$ cat config.mk
export PLATFORM = sky130hd
export DESIGN_NAME = lifo_scratch_block_allocator_flat
export DESIGN_NICKNAME = d
export VERILOG_FILES = /design/src/design/lsba_pkg.sv /design/src/design/lsba_if.sv /design/src/design/lifo_scratch_block_allocator.sv /design/src/flat_wrapper.sv
export SDC_FILE = /design/constraint.sdc
export NUM_CORES = 2
export LEC_CHECK = 0
export BUFFER_PORTS_ARGS = -buffer_cell sky130_fd_sc_hd__buf_2
export CAP_MARGIN = 20
export CORE_MARGIN = 4
export CORE_UTILIZATION = 25
export CTS_CLUSTER_DIAMETER = 40
export DETAILED_ROUTE_END_ITERATION = 8
export RECOVER_POWER = 100
export SLEW_MARGIN = 20
export SYNTH_ARGS = -nofsm -noshare
export SYNTH_HDL_FRONTEND = slang
export SYNTH_SLANG_ARGS = --single-unit
$ cat constraint.sdc
create_clock -name clk -period 10.3 [get_ports clk]
set_clock_uncertainty 0.2 [all_clocks]
set_input_delay 2.06 -clock clk [delete_from_list [all_inputs] [get_ports clk]]
set_output_delay 2.06 -clock clk [all_outputs]
set_load 0.01 [all_outputs]
$ cat src/design/lsba_pkg.sv
// Shared types and constants of the LIFO scratch block allocator.
// Used by the channel interfaces and the top level; depends on nothing.
package lsba_pkg;

  localparam int MAX_BLOCKS  = 64;
  localparam int IDX_W       = $clog2(MAX_BLOCKS);
  localparam int CNT_W       = IDX_W + 1;
  localparam int ALIGN_BYTES = 16;
  localparam int ALIGN_LG2   = $clog2(ALIGN_BYTES);
  localparam int DATA_W      = 32;

  localparam logic [DATA_W-1:0] SAFETY_MARGIN = DATA_W'(64);
  localparam logic [DATA_W-1:0] CAP_RESET     = DATA_W'(1048576);
  localparam logic [DATA_W-1:0] CAP_MAX       =
    {{(DATA_W-ALIGN_LG2){1'b1}}, {ALIGN_LG2{1'b0}}};

  typedef enum logic [2:0] {
    KIND_OPEN  = 3'd0,
    KIND_END   = 3'd1,
    KIND_FREE  = 3'd2,
    KIND_TEST  = 3'd3,
    KIND_QUERY = 3'd4
  } kind_t;

  typedef enum logic [2:0] {
    ST_OK           = 3'd0,
    ST_ALREADY_OPEN = 3'd1,
    ST_TOO_MANY     = 3'd2,
    ST_TOO_SMALL    = 3'd3,
    ST_NOT_OPEN     = 3'd4,
    ST_FREE_OPEN    = 3'd5,
    ST_OUT_OF_ORDER = 3'd6
  } status_t;

endpackage

$ cat src/design/lsba_if.sv
// Request and response channel interfaces of the scratch block allocator.
// Depends on lsba_pkg for field widths.
interface lsba_req_if;
  logic                        valid;
  logic                        ready;
  logic [2:0]                  kind;
  logic [lsba_pkg::IDX_W-1:0]  block_index;
  logic [lsba_pkg::DATA_W-1:0] size_bytes;

  modport source (output valid, kind, block_index, size_bytes, input ready);
  modport sink   (input valid, kind, block_index, size_bytes, output ready);
endinterface

interface lsba_rsp_if;
  logic                        valid;
  logic                        ready;
  logic [2:0]                  status;
  logic [lsba_pkg::IDX_W-1:0]  block_number;
  logic [lsba_pkg::DATA_W-1:0] block_offset;
  logic [lsba_pkg::DATA_W-1:0] block_size;
  logic [lsba_pkg::DATA_W-1:0] available;
  logic [lsba_pkg::DATA_W-1:0] high_water;

  modport source (output valid, status, block_number, block_offset, block_size,
                  available, high_water, input ready);
  modport sink   (input valid, status, block_number, block_offset, block_size,
                  available, high_water, output ready);
endinterface

$ cat src/design/lifo_scratch_block_allocator.sv
// Stack-ordered scratch block allocator over a byte region.
// Uses lsba_pkg and the lsba_req_if / lsba_rsp_if channel interfaces.
//
// Usage:
//   in_req carries one request: open, end, free, test fit or query size.
//   out_rsp returns exactly one response per request, in request order.
//   cfg_we / cfg_wdata write the region capacity; write it only while idle.
// Path: an accepted request passes the input register, then the response register.
// Throughput: one request per cycle while out_rsp.ready is high. The
//   size table is read at the request's block index as the request is
//   registered, with a bypass from the write of the request ahead of it,
//   so no bubble is needed.
// Reset: block count, open flag, claimed total and high-water mark clear,
//   capacity returns to 1 MiB. The size table is not cleared; only entries
//   below the block count are ever used, and each was written by an open.
// Stall: while out_rsp.ready is low the response holds, one more request
//   may enter the input register, then in_req.ready drops until the
//   response is taken.
module lifo_scratch_block_allocator (
  input  logic                        clk,
  input  logic                        rst_n,
  input  logic                        cfg_we,
  input  logic [lsba_pkg::DATA_W-1:0] cfg_wdata,
  lsba_req_if.sink                    in_req,
  lsba_rsp_if.source                  out_rsp
);

  localparam int DW = lsba_pkg::DATA_W;
  localparam int IW = lsba_pkg::IDX_W;
  localparam int CW = lsba_pkg::CNT_W;
  localparam int AL = lsba_pkg::ALIGN_LG2;

  // Allocator state
  logic [DW-1:0] cap_r;
  logic [CW-1:0] count_r, count_nxt;
  logic          open_r, open_nxt;
  logic [DW-1:0] claimed_r, claimed_nxt;
  logic [DW-1:0] peak_r, peak_nxt;

  // Input register
  logic                 s1_valid_r;
  lsba_pkg::kind_t      s1_kind_r;
  logic [IW-1:0]        s1_idx_r;
  logic [DW-1:0]        s1_size_r;
  logic [DW-1:0]        rd_r;

  // Response register
  logic                 out_valid_r;
  lsba_pkg::status_t    status_r, status_nxt;
  logic [IW-1:0]        bnum_r, bnum_nxt;
  logic [DW-1:0]        boff_r, boff_nxt;
  logic [DW-1:0]        bsize_r, bsize_nxt;
  logic [DW-1:0]        avail_r, avail_nxt;
  logic [DW-1:0]        hw_r;

  // Size table
  logic [DW-1:0] size_mem [lsba_pkg::MAX_BLOCKS];
  logic          wr_en;
  logic [IW-1:0] wr_addr;
  logic [DW-1:0] wr_data;

  logic          adv;
  logic          in_acc;
  logic [DW-1:0] cap_nxt;

  // Datapath terms
  logic [DW:0]   rs;
  logic [DW+1:0] nc;
  logic [DW+1:0] np;
  logic [DW:0]   test_sum;
  logic [DW:0]   claim_margin;
  logic          is_top;

  // Handshake: advance the input register when the response slot frees
  assign adv          = s1_valid_r && (!out_valid_r || out_rsp.ready);
  assign in_req.ready = !s1_valid_r || adv;
  assign in_acc       = in_req.valid && in_req.ready;

  // Round the written capacity up to the alignment, saturating
  always_comb begin
    if (cfg_wdata[AL-1:0] == '0) begin
      cap_nxt = cfg_wdata;
    end else if (cfg_wdata[DW-1:AL] == '1) begin
      cap_nxt = lsba_pkg::CAP_MAX;
    end else begin
      cap_nxt = {cfg_wdata[DW-1:AL] + (DW-AL)'(1), {AL{1'b0}}};
    end
  end

  always_ff @(posedge clk) begin
    if (!rst_n) begin
      cap_r <= lsba_pkg::CAP_RESET;
    end else if (cfg_we) begin
      cap_r <= cap_nxt;
    end
  end

  // Arithmetic for end and test, and the top-of-stack check for end and free
  assign rs = {({1'b0, s1_size_r[DW-1:AL]} + (DW-AL+1)'(|s1_size_r[AL-1:0])),
               {AL{1'b0}}};
  assign nc       = {2'b00, claimed_r} + {1'b0, rs};
  assign np       = ({2'b00, peak_r} > nc) ? {2'b00, peak_r} : nc;
  assign test_sum = {1'b0, claimed_r} + {1'b0, s1_size_r};
  assign is_top   = (count_r != '0) && ({1'b0, s1_idx_r} == (count_r - CW'(1)));

  // Decode the request and compute the next state
  always_comb begin
    count_nxt   = count_r;
    open_nxt    = open_r;
    claimed_nxt = claimed_r;
    peak_nxt    = peak_r;
    status_nxt  = lsba_pkg::ST_OK;
    bnum_nxt    = '0;
    boff_nxt    = '0;
    bsize_nxt   = '0;
    wr_en       = 1'b0;
    wr_addr     = s1_idx_r;
    wr_data     = '0;
    case (s1_kind_r)
      lsba_pkg::KIND_OPEN: begin
        if (open_r) begin
          status_nxt = lsba_pkg::ST_ALREADY_OPEN;
        end else if (count_r >= CW'(lsba_pkg::MAX_BLOCKS - 1)) begin
          status_nxt = lsba_pkg::ST_TOO_MANY;
        end else begin
          bnum_nxt  = count_r[IW-1:0];
          boff_nxt  = claimed_r;
          bsize_nxt = (cap_r > claimed_r) ? cap_r - claimed_r : '0;
          wr_en     = 1'b1;
          wr_addr   = count_r[IW-1:0];
          wr_data   = bsize_nxt;
          count_nxt = count_r + CW'(1);
          open_nxt  = 1'b1;
        end
      end
      lsba_pkg::KIND_END: begin
        if (!open_r || !is_top) begin
          status_nxt = lsba_pkg::ST_NOT_OPEN;
        end else if (np > {2'b00, cap_r}) begin
          status_nxt = lsba_pkg::ST_TOO_SMALL;
        end else begin
          claimed_nxt = nc[DW-1:0];
          peak_nxt    = np[DW-1:0];
          wr_en       = 1'b1;
          wr_data     = rs[DW-1:0];
          open_nxt    = 1'b0;
        end
      end
      lsba_pkg::KIND_FREE: begin
        if (open_r) begin
          status_nxt = lsba_pkg::ST_FREE_OPEN;
        end else if (!is_top) begin
          status_nxt = lsba_pkg::ST_OUT_OF_ORDER;
        end else begin
          count_nxt   = count_r - CW'(1);
          claimed_nxt = (claimed_r > rd_r) ? claimed_r - rd_r : '0;
        end
      end
      lsba_pkg::KIND_TEST: begin
        if (test_sum > {1'b0, cap_r}) begin
          status_nxt = lsba_pkg::ST_TOO_SMALL;
        end
      end
      lsba_pkg::KIND_QUERY: begin
        if ({1'b0, s1_idx_r} < count_r) begin
          bsize_nxt = rd_r;
        end
      end
      default: begin
      end
    endcase
  end

  // Available space after the step, less the safety margin, floored at zero
  assign claim_margin = {1'b0, claimed_nxt} + {1'b0, lsba_pkg::SAFETY_MARGIN};
  assign avail_nxt    = ({1'b0, cap_r} > claim_margin) ?
                        DW'({1'b0, cap_r} - claim_margin) : '0;

  // Write the size table as a request retires
  always_ff @(posedge clk) begin
    if (adv && wr_en) begin
      size_mem[wr_addr] <= wr_data;
    end
  end

  // Read at the incoming index, bypassing the write of the same edge
  always_ff @(posedge clk) begin
    if (in_acc) begin
      if (adv && wr_en && (wr_addr == in_req.block_index)) begin
        rd_r <= wr_data;
      end else begin
        rd_r <= size_mem[in_req.block_index];
      end
    end
  end

  // Hold or load the input register
  always_ff @(posedge clk) begin
    if (!rst_n) begin
      s1_valid_r <= 1'b0;
    end else if (in_req.ready) begin
      s1_valid_r <= in_req.valid;
    end
  end

  always_ff @(posedge clk) begin
    if (in_acc) begin
      s1_kind_r <= lsba_pkg::kind_t'(in_req.kind);
      s1_idx_r  <= in_req.block_index;
      s1_size_r <= in_req.size_bytes;
    end
  end

  // Update allocator state as a request retires
  always_ff @(posedge clk) begin
    if (!rst_n) begin
      count_r   <= '0;
      open_r    <= 1'b0;
      claimed_r <= '0;
      peak_r    <= '0;
    end else if (adv) begin
      count_r   <= count_nxt;
      open_r    <= open_nxt;
      claimed_r <= claimed_nxt;
      peak_r    <= peak_nxt;
    end
  end

  // Response register: drop valid when taken, load on advance
  always_ff @(posedge clk) begin
    if (!rst_n) begin
      out_valid_r <= 1'b0;
    end else if (adv) begin
      out_valid_r <= 1'b1;
    end else if (out_rsp.ready) begin
      out_valid_r <= 1'b0;
    end
  end

  always_ff @(posedge clk) begin
    if (adv) begin
      status_r <= status_nxt;
      bnum_r   <= bnum_nxt;
      boff_r   <= boff_nxt;
      bsize_r  <= bsize_nxt;
      avail_r  <= avail_nxt;
      hw_r     <= peak_nxt;
    end
  end

  assign out_rsp.valid        = out_valid_r;
  assign out_rsp.status       = status_r;
  assign out_rsp.block_number = bnum_r;
  assign out_rsp.block_offset = boff_r;
  assign out_rsp.block_size   = bsize_r;
  assign out_rsp.available    = avail_r;
  assign out_rsp.high_water   = hw_r;

`ifndef SYNTHESIS
  a_count_limit: assert property (@(posedge clk) disable iff (!rst_n)
    count_r <= CW'(lsba_pkg::MAX_BLOCKS - 1))
    else $error("block count beyond table depth");

  a_claim_le_peak: assert property (@(posedge clk) disable iff (!rst_n)
    claimed_r <= peak_r)
    else $error("claimed total above high-water mark");

  a_state_holds: assert property (@(posedge clk) disable iff (!rst_n)
    !adv |=> ($stable(count_r) && $stable(claimed_r) && $stable(open_r)))
    else $error("allocator state changed without a retiring request");

  a_ready_free: assert property (@(posedge clk) disable iff (!rst_n)
    (!s1_valid_r || !out_valid_r) |-> in_req.ready)
    else $error("request refused with a free slot");
`endif

endmodule
$ cat src/flat_wrapper.sv
// flat-port wrapper written by rule: the top's interface ports become plain ports
module lifo_scratch_block_allocator_flat 
  (clk, rst_n, cfg_we, cfg_wdata, in_req_valid, in_req_kind, in_req_block_index, in_req_size_bytes, in_req_ready, out_rsp_valid, out_rsp_status, out_rsp_block_number, out_rsp_block_offset, out_rsp_block_size, out_rsp_available, out_rsp_high_water, out_rsp_ready);
  lsba_req_if in_req_i ();
  lsba_rsp_if out_rsp_i ();
  input  logic clk;
  input  logic rst_n;
  input  logic cfg_we;
  input  logic [lsba_pkg::DATA_W-1:0] cfg_wdata;
  input wire logic [$bits(in_req_i.valid)-1:0] in_req_valid;
  input wire logic [$bits(in_req_i.kind)-1:0] in_req_kind;
  input wire logic [$bits(in_req_i.block_index)-1:0] in_req_block_index;
  input wire logic [$bits(in_req_i.size_bytes)-1:0] in_req_size_bytes;
  output wire logic [$bits(in_req_i.ready)-1:0] in_req_ready;
  output wire logic [$bits(out_rsp_i.valid)-1:0] out_rsp_valid;
  output wire logic [$bits(out_rsp_i.status)-1:0] out_rsp_status;
  output wire logic [$bits(out_rsp_i.block_number)-1:0] out_rsp_block_number;
  output wire logic [$bits(out_rsp_i.block_offset)-1:0] out_rsp_block_offset;
  output wire logic [$bits(out_rsp_i.block_size)-1:0] out_rsp_block_size;
  output wire logic [$bits(out_rsp_i.available)-1:0] out_rsp_available;
  output wire logic [$bits(out_rsp_i.high_water)-1:0] out_rsp_high_water;
  input wire logic [$bits(out_rsp_i.ready)-1:0] out_rsp_ready;
  assign in_req_i.valid = in_req_valid;
  assign in_req_i.kind = in_req_kind;
  assign in_req_i.block_index = in_req_block_index;
  assign in_req_i.size_bytes = in_req_size_bytes;
  assign in_req_ready = in_req_i.ready;
  assign out_rsp_valid = out_rsp_i.valid;
  assign out_rsp_status = out_rsp_i.status;
  assign out_rsp_block_number = out_rsp_i.block_number;
  assign out_rsp_block_offset = out_rsp_i.block_offset;
  assign out_rsp_block_size = out_rsp_i.block_size;
  assign out_rsp_available = out_rsp_i.available;
  assign out_rsp_high_water = out_rsp_i.high_water;
  assign out_rsp_i.ready = out_rsp_ready;
  lifo_scratch_block_allocator u_core (.clk(clk), .rst_n(rst_n), .cfg_we(cfg_we), .cfg_wdata(cfg_wdata), .in_req(in_req_i), .out_rsp(out_rsp_i));
endmodule
-- Word-level counts from Yosys, hierarchy flattened
Memories as Yosys holds them, arrays and structs flattened. A register that Yosys moved wholly into a read port is not among the register bits.
Cells that the tools add are included.
- muxes and demuxes: 49
- reduce and logical (&&, ||, !) cells: 21
- equal/unequal tests: 12
- $add $sub $neg: 10
- bitwise logic cells: 1
- $lt $le $gt $ge: 8
- operators by type and width (operator ; count):
    32-bit two-way mux ; 16
    32-bit case mux with 2 select lines ; 3
    32-bit subtractor ; 3
    32-bit greater-than comparator ; 2
    32-bit by 33-bit adder with 34-bit output ; 1
    32-bit by 34-bit greater-than comparator with 1-bit output ; 1
    34-bit by 32-bit greater-than comparator with 1-bit output ; 1
    34-bit two-way mux ; 1
    32-bit by 32-bit adder with 33-bit output ; 1
    32-bit by 7-bit adder with 33-bit output, second input constant ; 1
    32-bit by 33-bit greater-than comparator with 1-bit output ; 1
    33-bit by 32-bit greater-than comparator with 1-bit output ; 1
    28-bit by 1-bit adder with 29-bit output ; 1
    28-bit by 1-bit adder with 28-bit output, second input constant ; 1
    28-bit equality test, second input constant ; 1
    7-bit two-way mux ; 4
    6-bit two-way mux ; 3
    7-bit case mux with 2 select lines ; 1
    3-bit two-way mux ; 4
    3-bit case mux with 4 select lines ; 1
    1-bit two-way mux ; 11
    2-bit != test, second input constant ; 5
    7-bit by 1-bit adder with 7-bit output, second input constant ; 1
    6-bit by 7-bit equality test with 1-bit output ; 1
    other kinds (21) ; 35
- register bits after elaboration: 284
- output and inout bits: 139
- RAM bits: 2048
- memories: 1
- word-level logic and storage cells: 118
- memories (name ; words ; width ; rd ports ; clocked after Yosys merged registers in ; write ports ; line ; source):
    u_core.size_mem ; 64 ; 32 ; 1 ; 1 ; 1 ; lifo_scratch_block_allocator.sv:57 ; logic [DW-1:0] size_mem [lsba_pkg::MAX_BLOCKS];

-- Depth between registers and ports, before layout
- word-level depth: 12
- depth in mapped cells: 60

-- Least setup slack after synthesis
OpenSTA, ideal clock, no wires.
- kind: reg2reg
- start: reg u_core.s1_size_r[1]
- end: reg u_core.avail_r[3], in the netlist u_core.out_rsp.available[3], data pin
- path slack: -1052 ps
- path buffers: 3
- arrival time: 10888 ps
- cell stages (with the launch flop): 57
- setup time: 264 ps
- required time: 9836 ps
- period minus slack after synthesis: 11352 ps
- cells stage by stage: edfxtp_1 or4_1 ha_1 ha_1 nand4_1 nor2_1 nand3_1 nor2_1 xnor2_1 inv_1 ha_1 nand3_1 nor3b_1 nand2_1 nor3_1 o21ai_0 a21oi_1 o21ai_0 [... 21 more ...] nor2_1 nand2_1 nor3_1 xnor2_1 ha_1 a21o_1 a21o_1 a21oi_1 o21bai_1 a21oi_1 o21bai_1 a221oi_1 a21oi_1 o21ai_0 a21oi_1 o31ai_4 buf_4 nor3_1
- word-level cells in the longest chain between the ends: 11
- elaborated cells on any way between the ends: 12
- those cells by class: add/sub (4); order compare (3); mux (4); reduce/logical (1)
- ends and longest elaborated chain (item ; line ; source):
    from (decl) ; lifo_scratch_block_allocator.sv:44 ; logic [DW-1:0] s1_size_r;
    from (signal assigned) ; lifo_scratch_block_allocator.sv:210 ; s1_size_r <= in_req.size_bytes;
    4-bit OR reduction (*) ; lifo_scratch_block_allocator.sv:99 ; assign rs = {({1'b0, s1_size_r[DW-1:AL]} + (DW-AL+1)'(|s1_size_r[AL-1:0])),
    28-bit by 1-bit adder with 29-bit output (*) ; lifo_scratch_block_allocator.sv:99 ;
    32-bit by 33-bit adder with 34-bit output (*) ; lifo_scratch_block_allocator.sv:101 ; assign nc = {2'b00, claimed_r} + {1'b0, rs};
    32-bit by 34-bit greater-than comparator with 1-bit output ; lifo_scratch_block_allocator.sv:102 ; assign np = ({2'b00, peak_r} > nc) ? {2'b00, peak_r} : nc;
    34-bit two-way mux ; lifo_scratch_block_allocator.sv:102 ;
    34-bit by 32-bit greater-than comparator with 1-bit output ; lifo_scratch_block_allocator.sv:139 ; end else if (np > {2'b00, cap_r}) begin
    32-bit two-way mux (*) ; lifo_scratch_block_allocator.sv:139 ;
    32-bit two-way mux (*) ; lifo_scratch_block_allocator.sv:137 ; if (!open_r || !is_top) begin
    32-bit case mux with 2 select lines (*) ; lifo_scratch_block_allocator.sv:119 ; case (s1_kind_r)
    net u_core.claimed_nxt[7] ; lifo_scratch_block_allocator.sv:37 ; logic [DW-1:0] claimed_r, claimed_nxt;
    32-bit by 7-bit adder with 33-bit output (*) ; lifo_scratch_block_allocator.sv:175 ; assign claim_margin = {1'b0, claimed_nxt} + {1'b0, lsba_pkg::SAFETY_MARGIN};
    32-bit by 33-bit greater-than comparator with 1-bit output (*) ; lifo_scratch_block_allocator.sv:176 ; assign avail_nxt = ({1'b0, cap_r} > claim_margin) ?
    to (signal assigned) ; lifo_scratch_block_allocator.sv:246 ; avail_r <= avail_nxt;
    to (decl) ; lifo_scratch_block_allocator.sv:53 ; logic [DW-1:0] avail_r, avail_nxt;
Mark *: on every way through the listed nets, which the timed path passes. The rest lies on a longest branch.
A chain may end at the register's enable or synchronous reset.

-- Final worst setup path
- start: reg u_core.s1_size_r[1]
- end: reg u_core.avail_r[26], in the netlist u_core.out_rsp.available[26], data pin
- word-level cells in the longest chain between the ends: 11
- elaborated cells on any way between the ends: 12
- those cells by class: add/sub (4); order compare (3); mux (4); reduce/logical (1)
- ends and longest elaborated chain (item ; line):
    4-bit OR reduction (*) ; lifo_scratch_block_allocator.sv:99
    28-bit by 1-bit adder with 29-bit output (*) ; lifo_scratch_block_allocator.sv:99
    32-bit by 33-bit adder with 34-bit output (*) ; lifo_scratch_block_allocator.sv:101
    32-bit by 34-bit greater-than comparator with 1-bit output ; lifo_scratch_block_allocator.sv:102
    34-bit two-way mux ; lifo_scratch_block_allocator.sv:102
    34-bit by 32-bit greater-than comparator with 1-bit output ; lifo_scratch_block_allocator.sv:139
    32-bit two-way mux (*) ; lifo_scratch_block_allocator.sv:139
    32-bit two-way mux (*) ; lifo_scratch_block_allocator.sv:137
    32-bit case mux with 2 select lines (*) ; lifo_scratch_block_allocator.sv:119
    32-bit by 7-bit adder with 33-bit output (*) ; lifo_scratch_block_allocator.sv:175
    32-bit subtractor or 32-bit by 33-bit greater-than comparator with 1-bit output (tied branches) ; lifo_scratch_block_allocator.sv:177, lifo_scratch_block_allocator.sv:176
Mark *: on every way between the ends. The rest lies on a longest branch, timed or not.

==> qor.yml <==
placement:
  gp_congestion: 0.9306
  port_buffers: 216
  place_hpwl_um: 207300
  pre_cts_slack_ns: -1.678
  placed_cells: 11990
synth:
  ys_async_sr_fraction_pct: 0
  synth_ff_type: "edfxtp_1"
  seq_area_frac_synth_pct: 68.12
  syn-num-nets: 6241
  ys_ff_latch: 2364
  synth_enable_flop_cells: 2258
  ys_types: 90
  syn_area_per_cell_um2: 17.42
  syn_inst: 5892
  ys.warnings.count: 0
  syn_area_um2: 102700
timing:
  fin_crit_ns: 11.63
  hold_viol: 0
  setup_violations: 32
  whs_ns: 0.3110
  slew_headroom_pct: -202.5
  worstMarginPinSlew_ns: 4.537
  drv_slew: 899
  rsz0062_at_grt: "yes"
  fin_ws_ns: -1.327
  fin_crit_sh_pct: 112.9
  max_freq_mhz: 86.01
pwr:
  totalPowerFinal_uw: 24550
  p_per_area_nw_per_um2: 190.3
  p_leak_uw: 0.04406
  seqPwrFrac_pct: 43.4
  pwr-share-comb_pct: 9.5
  vdd_drop_max_mv: 0.1420
  p_switching_uw: 5855
  clock_power_share_pct: 47.1
  sw_frac_of_total_pct: 23.85
  p_int_uw: 18700
finish:
  fin_cells: 12630
  drive_gt1_share_pct: 31.34
  final_util_pct: 31.53
  nets: 7248
  syn_to_final_growth_pct: 25.70
  fillers: 39410
global_routing:
  grt.overflow.total: 0
  antenna_found_initial: 32
  grt_max_degree: 99
  grt_pass1_wl_um: 435600
  grt_pass1_vias: 60940
  track_usage_pct: 13.96
detailed_routing:
  drc: 0
  antenna_left: 0
  wirelength_um: 302800
  first_pass_iters: 6
  vias: 59410
  vias_per_cell: 4.705
  drt-initial-drc-count: 6323
  wire_per_inst_um: 23.98
clocking:
  root_buffer: "clkbuf_16"
  cts_tree: "built"
  ctsHoldBuffers: 0
  cts-buffers-inserted: 331
  clk_pin_slew_ns: 0.05
  clock-sinks: 2364
  clockBufferDepth: 4
  clock_latency_ns: 0.93
  htreeDepth: 5
floorplanning:
  ios: 217
  floorplan.initialDensity_pct: 25.08
  die-area_um2: 420900
  die_h_um: 648.8
  rows: 235
  core_um2: 409300
  fp.dieW_um: 648.8
critical_path:
  max_stage_delay_ns: 0.58
  slowest_stage: "or4_4"
  cp_data_arrival_time_ns: 12.04
  path_max_fanout: 17
  end_kind: "register"
  path_class: "reg2reg"
  crit_path_start_kind: "register"
  cp.required_ns: 10.71
run_status:
  outcome: "finished with violations"
  failed_checks: "capacitance limit, slew limit, setup timing"
run:
  drv_cap: 19
min_path:
  hp-class: "reg2reg"
==> cells in the mapped netlist, types with 9 or more instances <==
cell type  count  area, um2
edfxtp_1    2258      67810
mux4_2       672      15130
nand2_1      414       1554
nor2_1       298       1119
ha_1         266       3328
a21oi_1      245       1226
inv_1        202      758.2
o21ai_0      187      935.9
clkbuf_1     161      604.3
xnor2_1      129       1130
dfxtp_1      106       2122
xor2_1        95      832.1
a21o_1        88      660.6
nand3_1       75      375.4
buf_1         69      259.0
a211oi_1      64      480.5
nand4_1       61      381.6
nor3_1        51      255.2
mux2_2        31      349.1
o21bai_1      29      217.7
nand2b_1      26      162.7
and3_1        25      156.4
nor2b_1       22      137.6
a31oi_1       20      125.1
o211ai_1      20      150.1
o21a_1        16      120.1
and4_1        15      131.4
buf_2         15      75.07
and2_1        14      87.58
o31ai_1       14      105.1
nand3b_1      13      97.59
o22ai_1       13      81.33
a21boi_0      11      82.58
a22oi_1        9      67.56
nor3b_1        9      67.56
or2_2          9      56.30
==> cells in the final DEF, fill, tap and decap left out, types with 23 or more instances in the layout <==
| master | count |
|---|---|
| nand3_1 | 69 |
| nor2_1 | 231 |
| nand2b_1 | 25 |
| clkbuf_16 | 335 |
| inv_6 | 42 |
| nand4_1 | 61 |
| ha_1 | 249 |
| clkinv_2 | 40 |
| a21o_1 | 87 |
| bufinv_16 | 41 |
| xor2_1 | 94 |
| clkinv_1 | 33 |
| clkbuf_1 | 194 |
| and3_1 | 23 |
| buf_4 | 566 |
| o21ai_0 | 134 |
| xnor2_1 | 122 |
| nor2_4 | 66 |
| a21oi_1 | 230 |
| a211oi_1 | 55 |
| mux4_2 | 672 |
| nand2_1 | 397 |
| clkinvlp_4 | 33 |
| buf_2 | 62 |
| dfxtp_1 | 106 |
| inv_1 | 200 |
| mux2_2 | 29 |
| o21ai_1 | 26 |
| nor3_1 | 42 |
| buf_12 | 107 |
| o21bai_1 | 29 |
| edfxtp_1 | 2258 |
==> per-layer routing <==
| layer | track usage [%] | vias up | wire (um) |
|---|---|---|---|
| met5 | 0 | - | 0 |
| li1 | - | 25820 | - |
| met4 | 3.968 | 0 | 8686 |
| met2 | 23.55 | 2170 | 147700 |
| met1 | 18.54 | 30960 | 127200 |
| met3 | 2.228 | 464 | 19190 |
==> registers in the layout, summed over array words and instances, names as in the netlist <==
signal / count
u_core.peak_r: 32
u_core.out_rsp.block_number: 6
u_core.out_rsp.block_size: 32
u_core.s1_valid_r: 1
u_core.out_rsp.valid: 1
u_core.claimed_r: 32
u_core.size_mem: 2048
u_core.s1_idx_r: 6
u_core.out_rsp.block_offset: 32
u_core.out_rsp.available: 32
u_core.rd_r: 32
u_core.out_rsp.status: 3
u_core.s1_kind_r: 3
u_core.s1_size_r: 32
u_core.open_r: 1
u_core.count_r: 7
u_core.cap_r: 32
u_core.out_rsp.high_water: 32
==> cells by family (layout without fill, tap and decap cells) <==
family | Yosys count | in the layout | synth area share [%]
flip-flops | 2364 | 2364 | 68.12
AND/OR/NAND/NOR | 1079 | 1079 | 4.906
AO/OA/AOI/OAI | 790 | 790 | 4.858
multiplexers | 712 | 712 | 15.18
buffers and inverters | 452 | 1733 | 1.686
adder cells (fa/ha/maj) | 271 | 271 | 3.340
XOR/XNOR | 224 | 224 | 1.911
other | 0 | 5 | 0
==> final timing paths <==
| kind | cells past startpoint | endpoint | slack [ns] | from |
|---|---|---|---|---|
| max | 58 | u_core.out_rsp.available[26] | -1.33 | u_core.s1_size_r[1] |
| min | 2 | u_core.peak_r[13] | 0.31 | u_core.peak_r[13] |
| max reg2reg | 58 | u_core.out_rsp.available[26] | -1.33 | u_core.s1_size_r[1] |
| min reg2reg | 2 | u_core.peak_r[13] | 0.31 | u_core.peak_r[13] |
==> through the flow <==
step	area, um2	TNS [ns]
finish	129000	-40.40
global route	129000	-74.08
CTS	129100	-32.35
detailed placement	117000	-60.05
global placement	117000	-64.77
floorplan	102900	-40.13
==> power by group through the flow <==
| stage | clock network (uW) | logic [uW] | registers [uW] |
|---|---|---|---|
| after floorplan | 0 | 1270 | 10800 |
| after global placement | 0 | 2190 | 10900 |
| after detailed placement | 0 | 2210 | 10900 |
| after CTS | 11800 | 2290 | 10700 |
| after global routing | 12200 | 2490 | 10700 |
| final | 11600 | 2320 | 10700 |
==> final cells by class <==
| class | instances | area [um2] | share of cell area (%) |
|---|---|---|---|
| diodes | 5 | 12.51 | 0.009696 |
| clock buffers | 367 | 8533 | 6.613 |
| clock inverters | 240 | 2908 | 2.253 |
| inverters | 203 | 763.2 | 0.5915 |
| multi-input cells | 3076 | 32460 | 25.15 |
| flip-flops and latches | 2364 | 69930 | 54.19 |
| well taps | 5451 | 6820 | 5.285 |
| repair buffers | 923 | 7617 | 5.903 |
==> worst max-delay path: cells and delay by family (launching register included) <==
kind                     cells  cell delay [ns]
AO/OA/AOI/OAI               26             5.25
AND/OR/NAND/NOR             12             1.82
adder cells (fa/ha/maj)      6             1.41
buffers and inverters        9             1.25
XOR/XNOR                     4             0.77
flip-flops                   1             0.38
multiplexers                 1             0.30
==> repair_timing <==
item | in CTS | in global routing
pin swaps | 58 | 25
resized for setup | 77 | 41
gates cloned | 3 | 0
setup endpoints to repair | 744 | 2079
setup buffers | 18 | 8
(Power assumes the default switching activity.)
